`config.mk`:
```
export PLATFORM = sky130hd
export DESIGN_NAME = adim_sqrt
export DESIGN_NICKNAME = d
export VERILOG_FILES = /design/src/adim_sqrt.sv
export SDC_FILE = /design/constraint.sdc
export NUM_CORES = 1
export LEC_CHECK = 0
export BUFFER_PORTS_ARGS = -buffer_cell sky130_fd_sc_hd__buf_4
export CORE_MARGIN = 1.5
export CORE_UTILIZATION = 50
export CTS_BUF_LIST = sky130_fd_sc_hd__clkbuf_4 sky130_fd_sc_hd__clkbuf_8
export CTS_CLUSTER_SIZE = 8
export DETAILED_ROUTE_END_ITERATION = 8
export PLACE_DENSITY = 0.75
export SLEW_MARGIN = 10
export SYNTH_ARGS = -nofsm -noshare
export SYNTH_HDL_FRONTEND = slang
export SYNTH_SLANG_ARGS = --single-unit
```
`constraint.sdc`:
```
create_clock -name clk -period 4.93 [get_ports clk]
set_clock_uncertainty 0.05 [all_clocks]
set_input_delay 0.2465 -clock clk [delete_from_list [all_inputs] [get_ports clk]]
set_output_delay 0.2465 -clock clk [all_outputs]
set_load 0.05 [all_outputs]
```
`src/adim_sqrt.sv`:
```
// ----------------------------------------------------------------------------
// Integer square root
// Restoring digit-by-digit root, one result bit per cycle.
// ----------------------------------------------------------------------------
module adim_sqrt #(
  parameter int IN_W = 64
) (
  input  logic                 clk,
  input  logic                 rst_n,
  input  logic                 start,
  input  logic [IN_W-1:0]      radicand,
  output logic                 busy,
  output logic [IN_W/2-1:0]    root
);

  localparam int H   = IN_W / 2;
  localparam int CNT_W = $clog2(H + 1);

  logic [IN_W-1:0]  rad_r;
  logic [H+2:0]     rem_r;
  logic [H-1:0]     root_r;
  logic [CNT_W-1:0] cnt_r;
  logic             busy_r;

  logic [H+2:0] rem_sh;
  logic [H+2:0] trial;
  logic         fits;

  assign rem_sh = {rem_r[H:0], rad_r[IN_W-1:IN_W-2]};
  assign trial  = {1'b0, root_r, 2'b01};
  assign fits   = (rem_sh >= trial);

  always_ff @(posedge clk) begin
    if (!rst_n) begin
      busy_r <= 1'b0;
      cnt_r  <= '0;
    end else if (start) begin
      busy_r <= 1'b1;
      cnt_r  <= CNT_W'(H);
    end else if (busy_r) begin
      busy_r <= (cnt_r != CNT_W'(1));
      cnt_r  <= cnt_r - CNT_W'(1);
    end
  end

  always_ff @(posedge clk) begin
    if (start) begin
      rad_r  <= radicand;
      rem_r  <= '0;
      root_r <= '0;
    end else if (busy_r) begin
      rad_r  <= {rad_r[IN_W-3:0], 2'b00};
      rem_r  <= fits ? (rem_sh - trial) : rem_sh;
      root_r <= {root_r[H-2:0], fits};
    end
  end

  assign busy = busy_r;
  assign root = root_r;

endmodule

```
### Word level (Yosys, flattened, before mapping)

Cells that the tools add are included.

* register bits: 136
* input bits: 67
* output and inout bits: 33
* logic and storage cells: 20

* $add $sub $neg: 2
* order comparisons: 1
* equal/unequal tests: 1
* multiplexer cells: 7
* bitwise operators: 1
* reduce and logical (&&, ||, !) cells: 2

Operator list (count)
* two-way mux 64 bit: 2
* >= comparator 35 x 34 -> 1 bit: 1
* two-way mux 33 bit: 1
* subtractor 33 bit: 1
* two-way mux 6 bit: 2
* inequality test 6 x 1 -> 1 bit, second input constant: 1
* subtractor 6 x 1 -> 6 bit, second input constant: 1
* two-way mux 1 bit: 2
* nonzero test 2 bit: 1
* OR reduction 2 bit: 1
* NOT 1 bit: 1

### Depth between registers and ports, before layout

Gate-level depths: netlist of run 1.

* depth after elaboration: 3
* mapped depth: 12
* mapped depth without buffers: 10

### Worst setup path after synthesis of run 1

Ideal clock, no wire load.

* path type: register -> register
* start: register root_r[15], in the netlist root[15]
* end: register rem_r[24]
* library setup time: 0.122 ns
* arrival time: 2.857 ns
* required time: 4.758 ns
* path slack: 1.901 ns
* stages on the path, launching flop included: 12
* buffers on the path: 1
* cells stage by stage: dfxtp_1 inv_1 ha_1 buf_6 a21o_1 a211o_1 o22ai_1 a31oi_1 a21o_1 or3_1 and3_1 a221o_1

* cells in the longest elaborated chain, start to end: 2
* elaborated cells between the ends (all ways): 3

RTL lines
* start: declaration: line 21 `logic [H-1:0] root_r;`
* start signal: assignment: line 54 `root_r <= {root_r[H-2:0], fits};`
* subtractor 33 bit or >= comparator 35 x 34 -> 1 bit (tied branches): line 53, 31
* two-way mux 33 bit (*): line 53 `rem_r <= fits ? (rem_sh - trial) : rem_sh;`
* end signal: assignment: line 53
* end: declaration: line 20 `logic [H+2:0] rem_r;`

Mark *: on every way between the ends. The rest lies on a longest branch, timed or not.
A chain may end at the register's enable or synchronous reset.

### Worst setup path in the final report of run 1

* start: register root_r[18], in the netlist root[18]
* end: register rem_r[5]

* cells in the longest elaborated chain, start to end: 2

RTL lines
* >= comparator 35 x 34 -> 1 bit: line 31 `assign fits = (rem_sh >= trial);`
* two-way mux 33 bit: line 53

Every way passes these cells.

==> results of run 1 <==
==> power by group through the flow <==
stage / Combinational, mW / Clock [mW] / Sequential, mW
after floorplan: 2.21 / 0 / 1.45
after global placement: 2.78 / 0 / 1.48
after detailed placement: 2.81 / 0 / 1.48
after CTS: 2.83 / 0.944 / 1.46
after global routing: 3.17 / 0.992 / 1.48
final: 2.86 / 0.926 / 1.46
==> timing repair <==
item | CTS | global route
hold buffers | 1 | 1
hold endpoints to repair | 2 | 1
gates resized for setup | 0 | 0
==> routing by layer <==
layer,vias up,part of all wire [%]
met4,0,1.6
met2,169,46
met5,-,0
met3,24,6.3
met1,2849,46
li1,3018,-
==> layout by cell type (no fill, tap or decap), drive strengths merged, types with 3 or more instances in the layout <==
cell type  instances
xnor2             15
nor4               5
a311oi            22
nor3              10
nand4             10
nor2              84
mux2              62
o21ai             35
ha                36
o211ai            11
o21bai             6
mux2i             34
clkbuf            17
and3               8
a211oi            11
buf              105
and2               7
or3                6
o21a               6
clkinv             5
nand3             34
nand2b             6
edfxtp            64
a32oi              4
a21oi             32
a21o              19
inv               54
a211o              3
nand2             38
a31oi              8
dfxtp             72
o2111ai            3
xor2              10
==> kinds of logic (layout without fill, tap and decap cells) <==
kind of cell / count (synthesis) / in the layout / share of synthesized area [%]
buffers and inverters: 92 / 185 / 4.804
xor gates and xnor gates: 25 / 25 / 2.850
and+or+nand+nor: 215 / 215 / 13.03
AOI/OAI and AO/OA: 176 / 176 / 16.17
adders and majority gates: 36 / 36 / 5.862
muxes: 96 / 96 / 13.52
DFF: 136 / 136 / 43.77
==> state kept, by name (all words and copies together), names as in the netlist <==
signal	cells
rad_r	64
rem_r	33
root	32
busy	1
cnt_r	6
==> path summary, 6_finish.rpt <==
| check | end | slack [ns] | cells after the start | startpoint |
|---|---|---|---|---|
| worst max-delay path | rem_r[5] | 1.56 | 11 | root[18] |
| worst min-delay path | rad_r[0] | 0.03 | 2 | radicand[0] |
| worst max register to register | rem_r[5] | 1.56 | 11 | root[18] |
| worst min register to register | cnt_r[0] | 0.45 | 2 | cnt_r[0] |
==> final cells by class <==
| cell class | count | area [µm²] | area share, % |
|---|---|---|---|
| clock inverter | 15 | 155.1 | 1.737 |
| multi-input combinational | 548 | 3958 | 44.32 |
| sequential | 136 | 3367 | 37.70 |
| inverter | 46 | 172.7 | 1.934 |
| tap | 188 | 235.2 | 2.634 |
| timing repair buffer | 107 | 808.3 | 9.051 |
| clock buffer | 17 | 234.0 | 2.620 |
==> stage by stage <==
step           worst slack (ns)  total power, mW  std cells  hold WS, ns  area (µm²)
2_1_floorplan             1.901            3.655        776       0.3140        7684
5_1_grt                   1.253            5.637       1057     0.008552        8930
4_1_cts                   1.544            5.228       1056    0.0007553        8920
6_report                  1.560            5.245       1057      0.02885        8930
3_3_place_gp              1.766            4.254       1023       0.4255        8521
3_5_place_dp              1.626            4.289       1023       0.4297        8521
==> worst register-to-register path: stages (launching register included) <==
cell and delay, ns:
dfxtp_1 0.38, inv_1 0.06, ha_1 0.36, and2_1 0.24
nor3b_2 0.18, a22oi_1 0.20, o211ai_1 0.13, o221ai_2 0.36
a21o_1 0.50, buf_4 0.34, nand3_1 0.14, a311oi_1 0.33
==> key figures, run 1 <==
Floorplanning
  • Core area: 0.01509 mm²
  • FP Rows: 45
  • Die Width: 127.0 µm
  • Die Ht: 127.0 µm
  • Die ar.: 0.01612 mm²
  • Starting Density: 50.92%
  • # IOs: 100

Synth
  • Synthesized area per cell: 9.902 µm²
  • Synth cell types: 60
  • Top-count cell post-synth: nor2_1
  • Top cells by area, synth: edfxtp_1 (25%), dfxtp_1 (19%), mux2_2 (9.1%)
  • Post-Syn Nets: 879
  • Post-synthesis sequential area ratio: 43.77%
  • Post-Syn Area: 0.007684 mm²
  • FF+latch count, synth: 136
  • Prevailing post-synth register cell: dfxtp_1
  • Post-synth top area share: 25.01%
  • Cells after synthesis: 776
  • Synth area leader: edfxtp_1
  • Post-synth EDFFs: 64
  • Async SR Flop Fraction: 0%
  • Most frequent cells after synthesis: nor2_1 (84), dfxtp_1 (72), edfxtp_1 (64)
  • Warnings from Yosys: 0

Worst setup path
  • Worst path max stage delay: 0.50 ns
  • Setup crit end kind: flip-flop
  • CP Launch Type: flip-flop
  • Buf/Inv on CP: 2
  • Arrival time worst endpoint: 3.66 ns
  • CP Cell Sequence: inv_1 > ha_1 > and2_1 > nor3b_2 > a22oi_1 > o211ai_1 > o221ai_2 > a21o_1 > buf_4 > nand3_1 > a311oi_1
  • Max Fanout on Critical Path: 19
  • CP max-delay cell: a21o_1
  • Required @ worst endpoint: 5.22 ns
  • Critical path's top delay family: compound AO/OA/AOI/OAI gates
  • Crit path kind: reg2reg

Placed design
  • GPL Wtd Cong: 0.9046
  • I/O Buffers: 99
  • DP HPWL: 11.47 mm

Clocking
  • CTS root buf: clkbuf_8
  • Post-CTS Setup Inserts: 0
  • Worst skew pair latency: 0.45 ns
  • CTS Sinks: 136
  • Maximum clock path buffer count: 2
  • CTS tree: yes
  • H-tree depth reported by CTS: 4
  • Cts bufs inserted: 17
  • Clk slew on worst S/H paths: 0.09 ns

Drt
  • DR iter-0 viols: 495
  • Total number of vias: 6060
  • Avg Vias per Cell: 5.733
  • Routed WL: 16.89 mm
  • First-pass DRT Iterations: 5
  • Wire length per cell: 15.98 µm
  • Remaining DRCs: 0
  • DRT antenna net count: 0

Timing
  • Hold Vio Cnt, Final: 0
  • Setup TNS: 0 ns
  • Final min period: 3.370 ns
  • Setup-failing EPs final: 0
  • Slew Limit Fails: 0
  • Slew @ Worst Pin: 0.9459 ns
  • Crit share post-route: 68.35%
  • RSZ-0062 raised after global routing: false
  • Rel. slew slack: 36.94%
  • Fmax: 296.8 MHz

Power and ir drop
  • Sequential power share: 27.8%
  • Power density over the cells: 587.4 mW/mm²
  • Int Pwr: 2.826 mW
  • Worst IR drop on VDD: 0.4760 mV
  • Logic gate share of total power: 54.5%
  • Switching part of the total power: 46.11%
  • NetSw: 2.419 mW
  • LEAKAGE: 3.562 nW
  • Power share of the clock group: 17.7%

Global routing
  • GRT met1 Usage: 28.53%
  • Initial antenna violation count: 0
  • Met2 usage: 34.81%
  • Busiest grt layer: met2
  • Gr usage total: 21.80%
  • GRT met3 Usage: 6.580%
  • Largest net degree at the start of global routing: 85
  • First-pass GRT wire length: 28.41 mm
  • Via count of the first global-routing pass: 5781
  • Total grt overflow: 0

Run
  • Max-cap violations: 0

Status
  • Status: finished clean

Finish
  • Final core occ: 59.18%
  • Nets: 959
  • ANT cells: 0
  • Layout cells sized above 1: 24.28%
  • Area growth syn-to-layout: 16.22%
  • Fillers: 1336

Min path
  • HP Class: in2reg
(Power assumes the default switching activity.)
==> run 2: changes to the inputs <==
ABC_AREA = 1   (was default)
PLACE_DENSITY = 0.77   (was 0.75)
clock period = 3 ns   (was 4.93 ns; I/O delays follow)
==> run 2 against run 1 <==
- first-iteration DRC count decreased by 6.3%
- final area increased by 13%
- sequential cell count unchanged
- core utilization increased by 4.8 points
- total power increased by 72%
- worst hold slack improved by 0.27 ns
- routed wire length increased by 29%
- non-clock buffer count increased by 66
- clock power increased by 76%
- die area increased by 5.3%
- synthesized area increased by 5.4%
- critical endpoint is now rem_r[27]
==> key figures, run 2 <==
Clocking
  • Cts bufs inserted: 17 (unchanged)
  • CTS Sinks: 136 (unchanged)
  • Clk slew on worst S/H paths: 0.09 ns (about the same)
  • Post-CTS Setup Inserts: 0 (unchanged)
  • Post-CTS sizing: 0 (unchanged)
  • CTS tree: yes
  • Maximum clock path buffer count: 2 (unchanged)
  • H-tree depth reported by CTS: 4 (unchanged)
  • Worst skew pair latency: 0.46 ns (about the same)
  • CTS root buf: clkbuf_8

Placed design
  • I/O Buffers: 99 (unchanged)
  • Placed Area: 0.009050 mm² (+6.2%)
  • GPL Wtd Cong: 0.9808 (+8.4%)
  • DP HPWL: 14.57 mm (+27%)

Floorplanning
  • Die ar.: 0.01697 mm² (+5.3%)
  • # IOs: 100 (unchanged)
  • Die Ht: 130.3 µm (+2.6%)
  • Core area: 0.01583 mm² (+4.9%)
  • FP Rows: 46 (+2.2%)
  • Starting Density: 51.17% (+0.25 points)
  • Die Width: 130.3 µm (+2.6%)

Synth
  • Post-Syn Nets: 1270 (+44%)
  • Post-synth EDFFs: 64 (unchanged)
  • Post-Syn Area: 0.008099 mm² (+5.4%)
  • FF+latch count, synth: 136 (unchanged)
  • Synth area leader: nand2_1
  • Async SR Flop Fraction: 0% (unchanged)
  • Synth cell types: 41 (-32%)
  • Prevailing post-synth register cell: dfxtp_1
  • Top cells by area, synth: nand2_1 (25%), edfxtp_1 (24%), dfxtp_1 (18%)
  • Post-synth top area share: 25.21% (+0.20 points)
  • Synthesized area per cell: 6.940 µm² (-30%)
  • Warnings from Yosys: 0 (unchanged)
  • Top-count cell post-synth: nand2_1
  • Most frequent cells after synthesis: nand2_1 (544), inv_1 (143), dfxtp_1 (72), nand3_1 (72), edfxtp_1 (64)
  • Cells after synthesis: 1167 (+50%)
  • Post-synthesis sequential area ratio: 41.53% (-2.2 points)

Drt
  • DR iter-0 viols: 464 (-6.3%)
  • Remaining DRCs: 0 (unchanged)
  • Post-Route M1 WL: 9.448 mm (+22%)
  • Top sig layer: met4
  • Total number of vias: 7749 (+28%)
  • Avg Vias per Cell: 4.986 (-13%)
  • Wire length per cell: 14.07 µm (-12%)
  • Metal2 WL: 10.70 mm (+37%)
  • DRT antenna net count: 0 (unchanged)
  • First-pass DRT Iterations: 5 (unchanged)
  • Routed WL: 21.86 mm (+29%)
  • Met3 wire len: 1.286 mm (+21%)

Worst setup path
  • Worst path max stage delay: 0.37 ns (-0.13 ns)
  • Max Fanout on Critical Path: 35 (+16)
  • CP max-delay cell: ha_1
  • CP Cell Sequence: inv_1 > ha_1 > a21oi_1 > nand2_1 > clkinv_1 > nand2_1 > nand2_1 > nand2_2 > nor2_8 > nand2_8 > nand2_2 > nand2_1 > nand2_1 > nand2_1
  • Crit path kind: reg2reg
  • Setup crit end kind: flip-flop
  • Most frequent CP cell: nand2_1
  • CP Launch Type: flip-flop
  • Arrival time worst endpoint: 2.77 ns (-0.89 ns)
  • Required @ worst endpoint: 3.31 ns (-1.91 ns)

Timing
  • Rel. slew slack: 54.69% (+18 points)
  • Fmax: 405.4 MHz (+37%)
  • Hold Vio Cnt, Final: 0 (unchanged)
  • Slew Limit Fails: 0 (unchanged)
  • Setup TNS: 0 ns (unchanged)
  • Setup-failing EPs final: 0 (unchanged)
  • Crit share post-route: 82.22% (+14 points)
  • RSZ-0062 raised after global routing: false
  • Slew @ Worst Pin: 0.6797 ns (-0.2662 ns)
  • Final min period: 2.466 ns (-0.9031 ns)

Finish
  • Area growth syn-to-layout: 24.97%
  • Final Cell Area: 0.01012 mm² (+13%)
  • ANT cells: 0 (unchanged)
  • Nets: 1428 (+49%)
  • Fillers: 1375 (+2.9%)
  • Layout cells sized above 1: 12.63% (-12 points)
  • Largest register by flop count: rad_r
  • Number of flip-flops in the largest register: 64 (unchanged)
  • Highest-count cells in the layout ignoring fill and taps: nand2_1 (544), inv_1 (143), buf_4 (106)
  • Most common cell after layout, fill and taps aside: nand2_1

Status
  • Status: finished clean

Global routing
  • Via count of the first global-routing pass: 7537 (+30%)
  • Gr usage total: 27.05% (+5.2 points)
  • Initial antenna violation count: 0 (unchanged)
  • First-pass GRT wire length: 35.88 mm (+26%)
  • Largest net degree at the start of global routing: 69 (-19%)
  • Total grt overflow: 0 (unchanged)

Power and ir drop
  • LEAKAGE: 5.263 nW (+48%)
  • Power density over the cells: 892.6 mW/mm² (+52%)
  • Worst IR drop on VDD: 0.5656 mV (+19%)

Min path
  • HP Class: in2reg

Run
  • Max-cap violations: 0 (unchanged)
run 2: repair_timing:
item / CTS / global route
hold endpoints to repair: 66 / 0
hold buffers: 65 / 0
endpoints found under the setup margin: 0 / 0
run 2: final cells by class:
type,count,area (µm²),share of cell area (%)
clock inverters,15,186.4,1.842
well taps,216,270.3,2.670
repair buffers,173,1486,14.69
flip-flops and latches,136,3363,33.23
clock buffers,17,234.0,2.312
inverters,150,564.3,5.575
multi-input cells,847,4016,39.68
run 2: worst paths after layout:
kind	from	endpoint	slack [ns]	cells past startpoint
setup / recovery	root[24]	rem_r[27]	0.53	14
hold / removal	start	rad_r[1]	0.30	3
setup reg to reg	root[24]	rem_r[27]	0.53	14
hold reg to reg	rem_r[31]	rem_r[31]	0.41	2
run 2: critical path: cells and delay by family, from the launching register on:
| family | cells | cell delay (ns) |
|---|---|---|
| and+or+nand+nor | 10 | 1.22 |
| adders and majority gates | 1 | 0.37 |
| DFF | 1 | 0.33 |
| AOI/OAI and AO/OA | 1 | 0.25 |
| buffers and inverters | 2 | 0.14 |
run 2: logic make-up after synthesis:
logic type	after synthesis	share of synthesized area, %
xor+xnor	16	1.730
compound gates	74	5.392
buf+inv	184	8.945
simple gates	721	36.85
fa+ha+maj	36	5.562
flops	136	41.53
run 2: report_power, final:
part | total (mW) | internal [mW] | switching [mW]
clock network | 1.63 | 0.839 | 0.789
registers | 2.29 | 2.17 | 0.122
logic | 5.11 | 1.71 | 3.40
run 2: layer usage:
layer,GRT usage (%),vias to the layer above
met5,0,-
met1,32.76,3490
met4,9.804,0
li1,-,3983
met2,46.87,242
met3,6.396,34
run 2: stage by stage:
stage / power [mW] / hold WS, ns / util, % / cells / setup WS (ns)
2_1_floorplan: 6.160 / 0.2258 / - / 1167 / 0.5027
3_3_place_gp: 7.270 / 0.3346 / 57.18 / 1457 / 0.5708
3_5_place_dp: 7.286 / 0.3397 / 57.18 / 1457 / 0.5574
4_1_cts: 8.994 / 0.2627 / 63.94 / 1554 / 0.5521
5_1_grt: 9.807 / 0.3248 / 63.94 / 1554 / 0.3116
6_report: 9.034 / 0.3010 / 63.94 / 1554 / 0.5335
